## config.mk

```make
export PLATFORM = sky130hd
export DESIGN_NAME = cwg_front
export DESIGN_NICKNAME = d
export VERILOG_FILES = /design/src/conv_weight_gradient_macros.svh /design/src/cwg_pkg.sv /design/src/cwg_front.sv
export SDC_FILE = /design/constraint.sdc
export NUM_CORES = 1
export LEC_CHECK = 0
export BUFFER_PORTS_ARGS = -buffer_cell sky130_fd_sc_hd__buf_2
export CAP_MARGIN = 20
export CORE_MARGIN = 2
export CORE_UTILIZATION = 50
export CTS_CLUSTER_SIZE = 28
export DETAILED_ROUTE_END_ITERATION = 7
export GPL_TIMING_DRIVEN = 1
export PLACE_DENSITY_LB_ADDON = 0.3
export SLEW_MARGIN = 0
export SYNTH_ARGS = -nofsm -noshare
export SYNTH_HDL_FRONTEND = slang
export SYNTH_SLANG_ARGS = --single-unit
```

## constraint.sdc

```tcl
create_clock -name clk -period 3.15 [get_ports clk]
set_clock_uncertainty 0.1 [all_clocks]
set_input_delay 0.1575 -clock clk [delete_from_list [all_inputs] [get_ports clk]]
set_output_delay 0.1575 -clock clk [all_outputs]
set_load 0.1 [all_outputs]
```

## src/conv_weight_gradient_macros.svh

```systemverilog
// assertion helpers used by cwg_back
`ifndef CONV_WEIGHT_GRADIENT_MACROS_SVH
`define CONV_WEIGHT_GRADIENT_MACROS_SVH

// same-cycle implication, sampled on clk, off during reset
`define CWG_ASSERT_IMP(lbl, ante, cons) \
	lbl: assert property (@(posedge clk) disable iff (!arst_n) (ante) |-> (cons)) \
		else $error("cwg assertion failed");

// next-cycle implication, sampled on clk, off during reset
`define CWG_ASSERT_NXT(lbl, ante, cons) \
	lbl: assert property (@(posedge clk) disable iff (!arst_n) (ante) |=> (cons)) \
		else $error("cwg assertion failed");

`endif

```

## src/cwg_pkg.sv

```systemverilog
package cwg_pkg;

	// parameter defaults
	localparam int MAX_DIM_DEF    = 64;
	localparam int MAX_KERNEL_DEF = 7;
	localparam int DATA_WIDTH_DEF = 16;
	localparam int ACC_WIDTH_DEF  = 48;

	// fixed field widths
	localparam int CFG_W     = 7;
	localparam int KS_W      = 3;
	localparam int CFG_IDX_W = 3;
	localparam int COL_W     = 6;
	localparam int TAP_W     = 3;

	// item queue between front and back
	localparam int QDEPTH = 4;
	localparam int QP_W   = 2;
	localparam int QC_W   = 3;

	// register reset values
	localparam logic [KS_W-1:0]  KS_RST   = 3'd3;
	localparam logic [KS_W-1:0]  ST_RST   = 3'd1;
	localparam logic [CFG_W-1:0] DIM_RST  = 7'd64;

	typedef enum logic [CFG_IDX_W-1:0] {
		REG_KERNEL = 3'd0,
		REG_STRIDE = 3'd1,
		REG_IN_W   = 3'd2,
		REG_IN_H   = 3'd3,
		REG_OUT_W  = 3'd4,
		REG_OUT_H  = 3'd5
	} cfg_reg_t;

	typedef enum logic [1:0] {
		KIND_LOAD_IN = 2'd0,
		KIND_LOAD_OG = 2'd1,
		KIND_RUN     = 2'd2,
		KIND_CLEAR   = 2'd3
	} kind_t;

	typedef enum logic [1:0] {
		OP_LOAD_IN,
		OP_LOAD_OG,
		OP_RUN,
		OP_CLEAR
	} op_t;

	typedef enum logic [2:0] {
		S_IDLE,
		S_RD,
		S_MUL,
		S_ADD,
		S_EMIT_RD,
		S_EMIT_WR,
		S_ERR
	} state_t;

	typedef struct packed {
		logic [KS_W-1:0]  kernel_size;
		logic [KS_W-1:0]  stride;
		logic [CFG_W-1:0] in_width;
		logic [CFG_W-1:0] in_height;
		logic [CFG_W-1:0] out_width;
		logic [CFG_W-1:0] out_height;
	} cfg_t;

	typedef struct packed {
		logic             valid;
		op_t              op;
		logic [COL_W-1:0] col;
		logic [COL_W-1:0] row;
	} head_t;

endpackage

```

## src/cwg_front.sv

```systemverilog
module cwg_front
	import cwg_pkg::*;
#(
	parameter int MAX_DIM    = MAX_DIM_DEF,
	parameter int DATA_WIDTH = DATA_WIDTH_DEF
) (
	input  logic                  clk,
	input  logic                  arst_n,
	input  logic                  in_valid,
	output logic                  in_stall,
	input  logic [1:0]            kind,
	input  logic [COL_W-1:0]      col,
	input  logic [COL_W-1:0]      row,
	input  logic [DATA_WIDTH-1:0] value,
	output head_t                 head,
	output logic [DATA_WIDTH-1:0] head_value,
	input  logic                  pop
);

	logic [1:0]            op_q  [QDEPTH];
	logic [COL_W-1:0]      col_q [QDEPTH];
	logic [COL_W-1:0]      row_q [QDEPTH];
	logic [DATA_WIDTH-1:0] val_q [QDEPTH];
	logic [QP_W-1:0]       wr_ptr_q, rd_ptr_q;
	logic [QC_W-1:0]       cnt_q;
	logic                  accept, in_range, is_load, push;
	op_t                   op;

	// classify the incoming beat
	always_comb begin
		case (kind)
			KIND_LOAD_IN: op = OP_LOAD_IN;
			KIND_LOAD_OG: op = OP_LOAD_OG;
			KIND_RUN:     op = OP_RUN;
			default:      op = OP_CLEAR;
		endcase
	end

	assign in_stall = (cnt_q == QC_W'(QDEPTH));
	assign accept   = in_valid && !in_stall;
	assign in_range = (int'(col) < MAX_DIM) && (int'(row) < MAX_DIM);
	assign is_load  = (op == OP_LOAD_IN) || (op == OP_LOAD_OG);
	// loads beyond the storage are dropped here
	assign push     = accept && (!is_load || in_range);

	// queue control
	always_ff @(posedge clk or negedge arst_n) begin
		if (!arst_n) begin
			wr_ptr_q <= '0;
			rd_ptr_q <= '0;
			cnt_q    <= '0;
		end else begin
			if (push)
				wr_ptr_q <= wr_ptr_q + QP_W'(1);
			if (pop)
				rd_ptr_q <= rd_ptr_q + QP_W'(1);
			cnt_q <= cnt_q + QC_W'(push) - QC_W'(pop);
		end
	end

	// queue payload
	always_ff @(posedge clk) begin
		if (push) begin
			op_q[wr_ptr_q]  <= op;
			col_q[wr_ptr_q] <= col;
			row_q[wr_ptr_q] <= row;
			val_q[wr_ptr_q] <= value;
		end
	end

	assign head.valid = (cnt_q != '0);
	assign head.op    = op_t'(op_q[rd_ptr_q]);
	assign head.col   = col_q[rd_ptr_q];
	assign head.row   = row_q[rd_ptr_q];
	assign head_value = val_q[rd_ptr_q];

endmodule

```

==> impl_results.html, run 1 <==
<table>
<tr><th>Metric</th><th>Value</th></tr>
<tr><th colspan="2">Outcome</th></tr>
<tr><td>Result of the run</td><td>complete, no violations</td></tr>
<tr><th colspan="2">Global routing</th></tr>
<tr><td>Met1 track demand over resource in global routing</td><td>22.04%</td></tr>
<tr><td>Total routing resource utilization after global routing</td><td>17.60%</td></tr>
<tr><td>Via count of the first global-routing pass</td><td>2533</td></tr>
<tr><td>Overflow after GRT</td><td>0</td></tr>
<tr><td>Met2 routing resource usage after global routing</td><td>28.69%</td></tr>
<tr><td>First-pass GRT wire length</td><td>12.96 mm</td></tr>
<tr><td>Largest net degree at the start of global routing</td><td>26</td></tr>
<tr><td>Peak-usage layer in the global routing report</td><td>met2</td></tr>
<tr><td>Routing usage on met3</td><td>5.198%</td></tr>
<tr><td>Antenna violations before repair</td><td>0</td></tr>
<tr><th colspan="2">STA</th></tr>
<tr><td>Max Fclk</td><td>0.4077 GHz</td></tr>
<tr><td>RSZ-0062 raised after global routing</td><td>false</td></tr>
<tr><td>Slew Viols, Final</td><td>0</td></tr>
<tr><td>Final hold violations</td><td>0</td></tr>
<tr><td>Worst slew slack as a fraction of its limit</td><td>42.66%</td></tr>
<tr><td>Final-report setup violation count</td><td>0</td></tr>
<tr><td>Transition time at the pin with the least slew margin</td><td>0.8564 ns</td></tr>
<tr><td>Shortest clock period the worst path allows after layout</td><td>2.453 ns</td></tr>
<tr><td>Crit share post-route</td><td>77.86%</td></tr>
<tr><td>Smallest hold slack</td><td>0.2999 ns</td></tr>
<tr><th colspan="2">Synth</th></tr>
<tr><td>Synthesized netlist cell count</td><td>201</td></tr>
<tr><td>Synth unique cells</td><td>20</td></tr>
<tr><td>Post-synthesis instance area</td><td>0.004840 mm^2</td></tr>
<tr><td>Async SR Flop Fraction</td><td>5.512%</td></tr>
<tr><td>Proportion of netlist area held by the largest area contributor</td><td>74.46%</td></tr>
<tr><td>Sequential element share of the synthesized area</td><td>78.08%</td></tr>
<tr><td>Multiplexer share of the synthesized area</td><td>14.12%</td></tr>
<tr><td>Parity-gate share of the synthesized area counting xor and xnor cells</td><td>0.7239%</td></tr>
<tr><td>Warnings, synthesis</td><td>0</td></tr>
<tr><td>Ys flop type</td><td>edfxtp_1</td></tr>
<tr><td>Top cells by instance count after synthesis</td><td>120 x edfxtp_1, 28 x mux4_2, 7 x dfrtp_1</td></tr>
<tr><td>Most numerous cell in the Yosys netlist</td><td>edfxtp_1</td></tr>
<tr><td>Dominant cells by area after synthesis</td><td>edfxtp_1 74%, mux4_2 13%, dfrtp_1 3.6%</td></tr>
<tr><td>Number of enable-type register cells in the synthesized netlist</td><td>120</td></tr>
<tr><td>Mean area per synthesized cell</td><td>24.08 um^2</td></tr>
<tr><td>Net count of the mapped netlist</td><td>241</td></tr>
<tr><td>Number of flip-flops and latches in the synthesized netlist</td><td>127</td></tr>
<tr><td>Synth Area in Compound Gates</td><td>0.4654%</td></tr>
<tr><td>Post-Synth Simple-Gate Area</td><td>2.585%</td></tr>
<tr><td>Main combinational cell family by area after synthesis</td><td>multiplexers</td></tr>
<tr><td>Post-synth top area cell</td><td>edfxtp_1</td></tr>
<tr><td>Post-synthesis share of cell area spent on full adders, half adders and majority gates</td><td>1.706%</td></tr>
<tr><th colspan="2">Floorplanning</th></tr>
<tr><td>Io pins</td><td>66</td></tr>
<tr><td>Chip width</td><td>102.4 um</td></tr>
<tr><td>Die area</td><td>0.01048 mm^2</td></tr>
<tr><td>Number of cell rows</td><td>35</td></tr>
<tr><td>Core Box Area</td><td>0.009328 mm^2</td></tr>
<tr><td>Die extent in y</td><td>102.4 um</td></tr>
<tr><td>Initial cell density of the core</td><td>51.88%</td></tr>
<tr><th colspan="2">Place</th></tr>
<tr><td>Area post-placement</td><td>0.005344 mm^2</td></tr>
<tr><td>Detail Placement HPWL</td><td>5.128 mm</td></tr>
<tr><td>Weighted congestion reported at the end of routability-driven placement</td><td>0.7190</td></tr>
<tr><td>Port bufs</td><td>65</td></tr>
<tr><td>Number of placed cells counting well taps</td><td>393</td></tr>
<tr><th colspan="2">Setup path</th></tr>
<tr><td>Category of the critical setup timing path</td><td>reg -&gt; out</td></tr>
<tr><td>Worst setup path end</td><td>head[5]</td></tr>
<tr><td>Origin of the worst setup path</td><td>rd_ptr_q[0]</td></tr>
<tr><td>Crit path launch type</td><td>flop</td></tr>
<tr><td>Data required time of the critical path</td><td>2.89 ns</td></tr>
<tr><td>Worst flop-to-flop path startpoint</td><td>cnt_q[2]</td></tr>
<tr><td>CP Max Fanout</td><td>25</td></tr>
<tr><td>Worst reg2reg path depth</td><td>3</td></tr>
<tr><td>Signal arrival time at the worst endpoint</td><td>2.20 ns</td></tr>
<tr><td>Endpoint of the lowest-slack register-to-register path</td><td>row_q[3][2]</td></tr>
<tr><td>Kind of end point of the critical path</td><td>primary output</td></tr>
<tr><td>Slack of the worst reg-to-reg path</td><td>0.86 ns</td></tr>
<tr><th colspan="2">Clock tree</th></tr>
<tr><td>Clock sink total</td><td>127</td></tr>
<tr><td>Clock latency on the worst-skew pair</td><td>0.50 ns</td></tr>
<tr><td>CTS root buf</td><td>clkbuf_8</td></tr>
<tr><td>Number of gates resized after CTS</td><td>0</td></tr>
<tr><td>Number of setup buffers added after CTS</td><td>0</td></tr>
<tr><td>TritonCTS clock tree</td><td>built</td></tr>
<tr><td>Clock input transition at the sequential cells of the worst setup and hold paths</td><td>0.06 ns</td></tr>
<tr><td>Total clock buffers created by CTS</td><td>17</td></tr>
<tr><td>Number of H-tree branching levels</td><td>4</td></tr>
<tr><td>Max Root-Sink Buffers</td><td>2</td></tr>
<tr><th colspan="2">Layout</th></tr>
<tr><td>Number of antenna cells inserted</td><td>0</td></tr>
<tr><td>Post-route cell area</td><td>0.006290 mm^2</td></tr>
<tr><td>Share of post-route cells with drive strength above 1</td><td>41.21%</td></tr>
<tr><td>Post-route core utilization</td><td>67.43%</td></tr>
<tr><td>Post-Layout Cell Count</td><td>459</td></tr>
<tr><td>Area added between synthesis and finish</td><td>29.96%</td></tr>
<tr><td>Layout net count</td><td>357</td></tr>
<tr><th colspan="2">Worst hold path</th></tr>
<tr><td>Min-delay worst type</td><td>in -&gt; reg</td></tr>
<tr><th colspan="2">Drt</th></tr>
<tr><td>Number of DRC violations after detailed-routing iteration 0</td><td>84</td></tr>
<tr><td>Length of the first detailed-routing pass in iterations</td><td>6</td></tr>
<tr><td>DR DRC count</td><td>0</td></tr>
<tr><td>Routed Antenna Nets</td><td>0</td></tr>
<tr><td>Mean number of vias per cell</td><td>5.161</td></tr>
<tr><td>Via Count</td><td>2369</td></tr>
<tr><td>Wire length per cell</td><td>18.29 um</td></tr>
<tr><td>Final WL</td><td>8.395 mm</td></tr>
<tr><th colspan="2">Flow run</th></tr>
<tr><td>Reported max-cap violation count</td><td>0</td></tr>
</table>
==> cell usage in the layout, fill, tap and decap left out, types with 2 or more instances in the layout <==
master         count
buf_4              5
nand4bb_1          3
nand2_1            3
o211ai_1           3
clkinvlp_4         3
edfxtp_1         120
clkinv_2           3
ha_1               5
nand2b_1           5
inv_6              3
dfrtp_1            6
xnor2_1            3
mux4_1             2
buf_2             65
buf_12             2
nor3b_4            2
mux4_2            28
clkbuf_16         16
dlygate4sd3_1     34
bufinv_16          4
nor3b_2            3
inv_1              5
==> worst max-delay path, cell delays in order, from the launching register on <==
cell	delay, ns
dfrtp_2	0.52
buf_12	0.27
mux4_1	0.57
buf_2	0.31
==> worst min-delay path by stage <==
| stage | cells past startpoint | to | startpoint |
|---|---|---|---|
| after floorplan | 0 | cnt_q[0] | arst_n |
| after global placement | 1 | wr_ptr_q[1] | arst_n |
| after detailed placement | 1 | wr_ptr_q[1] | arst_n |
| after CTS | 2 | val_q[3][11] | value[11] |
| after global routing | 2 | op_q[0][0] | kind[0] |
| final | 2 | op_q[1][1] | kind[1] |
==> repair_timing <==
item	CTS	global route
hold buffers	34	0
hold endpoints to repair	131	0
setup endpoints to repair	0	0
==> flip-flops by register name, summed over array words and instances (netlist names) <==
register and count:
val_q 64, col_q 24, row_q 24, op_q 8
cnt_q 3, rd_ptr_q 2, wr_ptr_q 2
==> cells by family (layout without fill, tap and decap cells) <==
kind of cell,after synthesis,count (layout)
simple gates,17,17
xor+xnor,4,4
compound gates,3,3
flops,127,127
fa+ha+maj,6,6
buf+inv,14,143
mux,30,30
==> layer usage <==
layer,vias to the layer above,share of wire [%],wire (um)
li1,1073,-,-
met1,1222,43,3590
met2,67,52,4363
met3,7,4.1,346
met4,0,1.1,95
met5,-,0,0
==> area by class of cell <==
cell class / instances / area, um^2
inverter: 5 / 18.77
fill: 616 / 3038
tap: 129 / 161.4
multi-input combinational: 60 / 980.9
sequential: 127 / 3780
clock inverter: 14 / 187.7
timing repair buffer: 106 / 743.2
clock buffer: 18 / 417.9
==> through the flow <==
| step | worst slack (ns) | setup TNS [ns] |
|---|---|---|
| detailed placement | 0.8895 | 0 |
| floorplan | -0.4126 | -37.13 |
| finish | 0.6973 | 0 |
| global placement | 0.9284 | 0 |
| CTS | 0.6242 | 0 |
| global route | 0.5571 | 0 |
Power of run 1 is not shown: default switching activity piles up to over one toggle a cycle in this logic, so the estimate is an artifact.
==> inputs of run 2 (changes only) <==
ABC_AREA = 1   (was unset)
clock period = 2.5 ns   (was 3.15 ns; I/O delays follow)
==> run 2 against run 1 <==
Against the previous run: synthesized cell count increased by 100%; hold slack lost 0.040 ns; global-route usage about the same; core utilization shrank 2.5 points; count of clock-buffer cells in the layout stayed put; via count grew 34%; flip-flop and latch count unchanged; worst setup slack got worse by 0.40 ns; non-clock buffer count grew 6; critical path depth grew 2; die area rose by 8.5%.
==> impl_results.html, run 2 <==
<table>
<tr><th>Metric</th><th>Value</th></tr>
<tr><th colspan="2">STA</th></tr>
<tr><td>Crit share post-route</td><td>88.18%</td></tr>
<tr><td>Max Fclk</td><td>0.4536 GHz</td></tr>
<tr><td>Final hold violations</td><td>0 (unchanged)</td></tr>
<tr><td>Slew Viols, Final</td><td>0 (unchanged)</td></tr>
<tr><td>RSZ-0062 raised after global routing</td><td>false (unchanged)</td></tr>
<tr><td>Worst slew slack as a fraction of its limit</td><td>66.61% (was 42.66%)</td></tr>
<tr><td>Shortest clock period the worst path allows after layout</td><td>2.205 ns</td></tr>
<tr><td>Transition time at the pin with the least slew margin</td><td>0.5042 ns (was 0.8564 ns)</td></tr>
<tr><td>Final-report setup violation count</td><td>0 (unchanged)</td></tr>
<tr><th colspan="2">Global routing</th></tr>
<tr><td>Total routing resource utilization after global routing</td><td>17.60% (about the same)</td></tr>
<tr><td>Overflow after GRT</td><td>0 (unchanged)</td></tr>
<tr><td>Antenna violations before repair</td><td>0 (unchanged)</td></tr>
<tr><td>Via count of the first global-routing pass</td><td>3166 (was 2533)</td></tr>
<tr><td>Peak-usage layer in the global routing report</td><td>met2 (unchanged)</td></tr>
<tr><td>Largest net degree at the start of global routing</td><td>73 (was 26)</td></tr>
<tr><td>Routing usage on met3</td><td>4.863% (was 5.198%)</td></tr>
<tr><td>First-pass GRT wire length</td><td>15.11 mm (was 12.96 mm)</td></tr>
<tr><td>Met2 routing resource usage after global routing</td><td>29.85% (was 28.69%)</td></tr>
<tr><td>Met1 track demand over resource in global routing</td><td>21.80% (was 22.04%)</td></tr>
<tr><th colspan="2">Drt</th></tr>
<tr><td>Number of DRC violations after detailed-routing iteration 0</td><td>205 (was 84)</td></tr>
<tr><td>DR DRC count</td><td>0 (unchanged)</td></tr>
<tr><td>Mean number of vias per cell</td><td>4.770 (was 5.161)</td></tr>
<tr><td>Final WL</td><td>9.267 mm (was 8.395 mm)</td></tr>
<tr><td>Wire length per cell</td><td>13.96 um (was 18.29 um)</td></tr>
<tr><td>Via Count</td><td>3167 (was 2369)</td></tr>
<tr><td>Length of the first detailed-routing pass in iterations</td><td>5 (was 6)</td></tr>
<tr><td>Routed Antenna Nets</td><td>0 (unchanged)</td></tr>
<tr><th colspan="2">Synth</th></tr>
<tr><td>Synth unique cells</td><td>16 (was 20)</td></tr>
<tr><td>Top cells by instance count after synthesis</td><td>120 x edfxtp_1, 104 x nand2_1, 74 x inv_1 (was 120 x edfxtp_1, 28 x mux4_2, 7 x dfrtp_1)</td></tr>
<tr><td>Synthesized netlist cell count</td><td>406 (was 201)</td></tr>
<tr><td>Warnings, synthesis</td><td>0 (unchanged)</td></tr>
<tr><td>Async SR Flop Fraction</td><td>5.512% (unchanged)</td></tr>
<tr><td>Post-synth top area cell</td><td>edfxtp_1 (unchanged)</td></tr>
<tr><td>Proportion of netlist area held by the largest area contributor</td><td>68.41% (was 74.46%)</td></tr>
<tr><td>Post-synthesis instance area</td><td>0.005268 mm^2 (was 0.004840 mm^2)</td></tr>
<tr><td>Mean area per synthesized cell</td><td>12.97 um^2 (was 24.08 um^2)</td></tr>
<tr><td>Number of enable-type register cells in the synthesized netlist</td><td>120 (unchanged)</td></tr>
<tr><td>Sequential element share of the synthesized area</td><td>71.73% (was 78.08%)</td></tr>
<tr><td>Most numerous cell in the Yosys netlist</td><td>edfxtp_1 (unchanged)</td></tr>
<tr><td>Number of flip-flops and latches in the synthesized netlist</td><td>127 (unchanged)</td></tr>
<tr><td>Net count of the mapped netlist</td><td>446 (was 241)</td></tr>
<tr><td>Dominant cells by area after synthesis</td><td>edfxtp_1 68%, nand2_1 7.4%, o211ai_1 7.0% (was edfxtp_1 74%, mux4_2 13%, dfrtp_1 3.6%)</td></tr>
<tr><td>Ys flop type</td><td>edfxtp_1 (unchanged)</td></tr>
<tr><th colspan="2">Layout</th></tr>
<tr><td>Area added between synthesis and finish</td><td>26.63% (was 29.96%)</td></tr>
<tr><td>Biggest regs</td><td>val_q: 64 flops, col_q: 24 flops, row_q: 24 flops (unchanged)</td></tr>
<tr><td>Post-Layout Cell Count</td><td>664 (was 459)</td></tr>
<tr><td>Register with the most flip-flops</td><td>val_q (unchanged)</td></tr>
<tr><td>Fill cell instance count of the final layout</td><td>765 (was 616)</td></tr>
<tr><td>Area taken by multi-input logic gates</td><td>0.001071 mm^2 (was 980.9 um^2)</td></tr>
<tr><td>Share of post-route cells with drive strength above 1</td><td>24.05% (was 41.21%)</td></tr>
<tr><td>Post-route cell area</td><td>0.006670 mm^2 (was 0.006290 mm^2)</td></tr>
<tr><td>Layout net count</td><td>555 (was 357)</td></tr>
<tr><td>Number of antenna cells inserted</td><td>0 (unchanged)</td></tr>
<tr><td>Most frequent cells in the layout</td><td>120 x edfxtp_1, 104 x nand2_1, 74 x inv_1 (was 120 x edfxtp_1, 65 x buf_2, 34 x dlygate4sd3_1)</td></tr>
<tr><td>Flip-flop count of the largest register after layout</td><td>64 (unchanged)</td></tr>
<tr><td>Sequential cell area in the final layout</td><td>0.003782 mm^2 (was 0.003780 mm^2)</td></tr>
<tr><td>Commonest non-fill, non-tap cell in the layout</td><td>edfxtp_1 (unchanged)</td></tr>
<tr><th colspan="2">Setup path</th></tr>
<tr><td>Crit path launch type</td><td>flop (unchanged)</td></tr>
<tr><td>Category of the critical setup timing path</td><td>reg -&gt; out (unchanged)</td></tr>
<tr><td>Kind of end point of the critical path</td><td>primary output (unchanged)</td></tr>
<tr><td>Signal arrival time at the worst endpoint</td><td>1.98 ns (was 2.20 ns)</td></tr>
<tr><td>CP Max Fanout</td><td>72 (was 25)</td></tr>
<tr><td>Data required time of the critical path</td><td>2.28 ns (was 2.89 ns)</td></tr>
<tr><th colspan="2">Place</th></tr>
<tr><td>Detail Placement HPWL</td><td>5.476 mm (was 5.128 mm)</td></tr>
<tr><td>Area post-placement</td><td>0.005753 mm^2 (was 0.005344 mm^2)</td></tr>
<tr><td>Port bufs</td><td>65 (unchanged)</td></tr>
<tr><td>Number of placed cells counting well taps</td><td>598 (was 393)</td></tr>
<tr><td>Weighted congestion reported at the end of routability-driven placement</td><td>0.7643 (was 0.7190)</td></tr>
<tr><th colspan="2">Clock tree</th></tr>
<tr><td>Clock sink total</td><td>127 (unchanged)</td></tr>
<tr><td>Clock input transition at the sequential cells of the worst setup and hold paths</td><td>0.06 ns (about the same)</td></tr>
<tr><td>Clock latency on the worst-skew pair</td><td>0.51 ns (was 0.50 ns)</td></tr>
<tr><td>CTS root buf</td><td>clkbuf_8 (unchanged)</td></tr>
<tr><td>Max Root-Sink Buffers</td><td>2 (unchanged)</td></tr>
<tr><td>Total clock buffers created by CTS</td><td>17 (unchanged)</td></tr>
<tr><td>Number of gates resized after CTS</td><td>0 (unchanged)</td></tr>
<tr><td>TritonCTS clock tree</td><td>built (unchanged)</td></tr>
<tr><td>Number of H-tree branching levels</td><td>4 (unchanged)</td></tr>
<tr><th colspan="2">Floorplanning</th></tr>
<tr><td>Chip width</td><td>106.6 um (was 102.4 um)</td></tr>
<tr><td>Die extent in y</td><td>106.6 um (was 102.4 um)</td></tr>
<tr><td>Die area</td><td>0.01137 mm^2 (was 0.01048 mm^2)</td></tr>
<tr><td>Core Box Area</td><td>0.01028 mm^2 (was 0.009328 mm^2)</td></tr>
<tr><td>Number of cell rows</td><td>37 (was 35)</td></tr>
<tr><td>Io pins</td><td>66 (unchanged)</td></tr>
<tr><td>Initial cell density of the core</td><td>51.25% (was 51.88%)</td></tr>
<tr><th colspan="2">Flow run</th></tr>
<tr><td>Reported max-cap violation count</td><td>0 (unchanged)</td></tr>
<tr><th colspan="2">Outcome</th></tr>
<tr><td>Result of the run</td><td>complete, no violations (unchanged)</td></tr>
<tr><th colspan="2">Worst hold path</th></tr>
<tr><td>Min-delay worst type</td><td>in -&gt; reg (unchanged)</td></tr>
</table>
==> run 2: final cells by class <==
| type | instances | share of cell area [%] |
|---|---|---|
| tap | 136 | 2.551 |
| clock inverter | 14 | 2.382 |
| timing repair buffer | 112 | 11.82 |
| multi-input combinational | 182 | 16.06 |
| sequential | 127 | 56.71 |
| clock buffer | 18 | 6.265 |
| inverter | 75 | 4.221 |
==> run 2: path summary, 6_finish.rpt <==
kind / slack (ns) / end / start / cells past startpoint
max: 0.30 / head[1] / rd_ptr_q[0] / 5
min: 0.26 / val_q[1][12] / value[12] / 2
max reg2reg: 0.40 / cnt_q[2] / cnt_q[1] / 10
min reg2reg: 0.45 / cnt_q[0] / cnt_q[0] / 1
max in group asynchronous: 1.51 / rd_ptr_q[0] / arst_n / 3
min in group asynchronous: 0.49 / cnt_q[0] / arst_n / 3
==> run 2: through the flow <==
step	hold WS, ns	setup WS (ns)	TNS [ns]	utilization [%]
6_report	0.2604	0.2954	0	64.90
5_1_grt	0.2532	0.2018	0	64.90
4_1_cts	0.2427	0.2728	0	64.90
3_5_place_dp	-0.1194	0.4038	0	55.98
3_3_place_gp	-0.1256	0.4972	0	55.98
2_1_floorplan	-0.2706	-0.01490	-1.788	-
==> run 2: kinds of logic (layout without fill, tap and decap cells) <==
family | Yosys count | in the layout | synth area share (%)
buf+inv | 97 | 219 | 8.504
simple gates | 114 | 114 | 8.266
fa+ha+maj | 6 | 6 | 1.568
flops | 127 | 127 | 71.73
compound gates | 60 | 60 | 9.596
xor+xnor | 2 | 2 | 0.3326
==> run 2: timing repair <==
action | CTS | global route
hold buffers | 34 | 0
buffers inserted | 0 | 0
endpoints found under the setup margin | 0 | 0
endpoints found under the hold margin | 132 | 0
==> run 2: metal layers <==
| layer | wire length, um | vias to the layer above |
|---|---|---|
| li1 | - | 1606 |
| met5 | 0 | - |
| met2 | 4602 | 93 |
| met3 | 600 | 8 |
| met1 | 3987 | 1460 |
| met4 | 77 | 0 |
==> run 2: worst max-delay path, cell delays in order (launching register included) <==
cell	delay (ns)
dfrtp_4	0.50
buf_12	0.22
nand2_1	0.11
o211ai_1	0.09
nand2_1	0.11
buf_2	0.42
Power of run 2 is left out for the same reason.
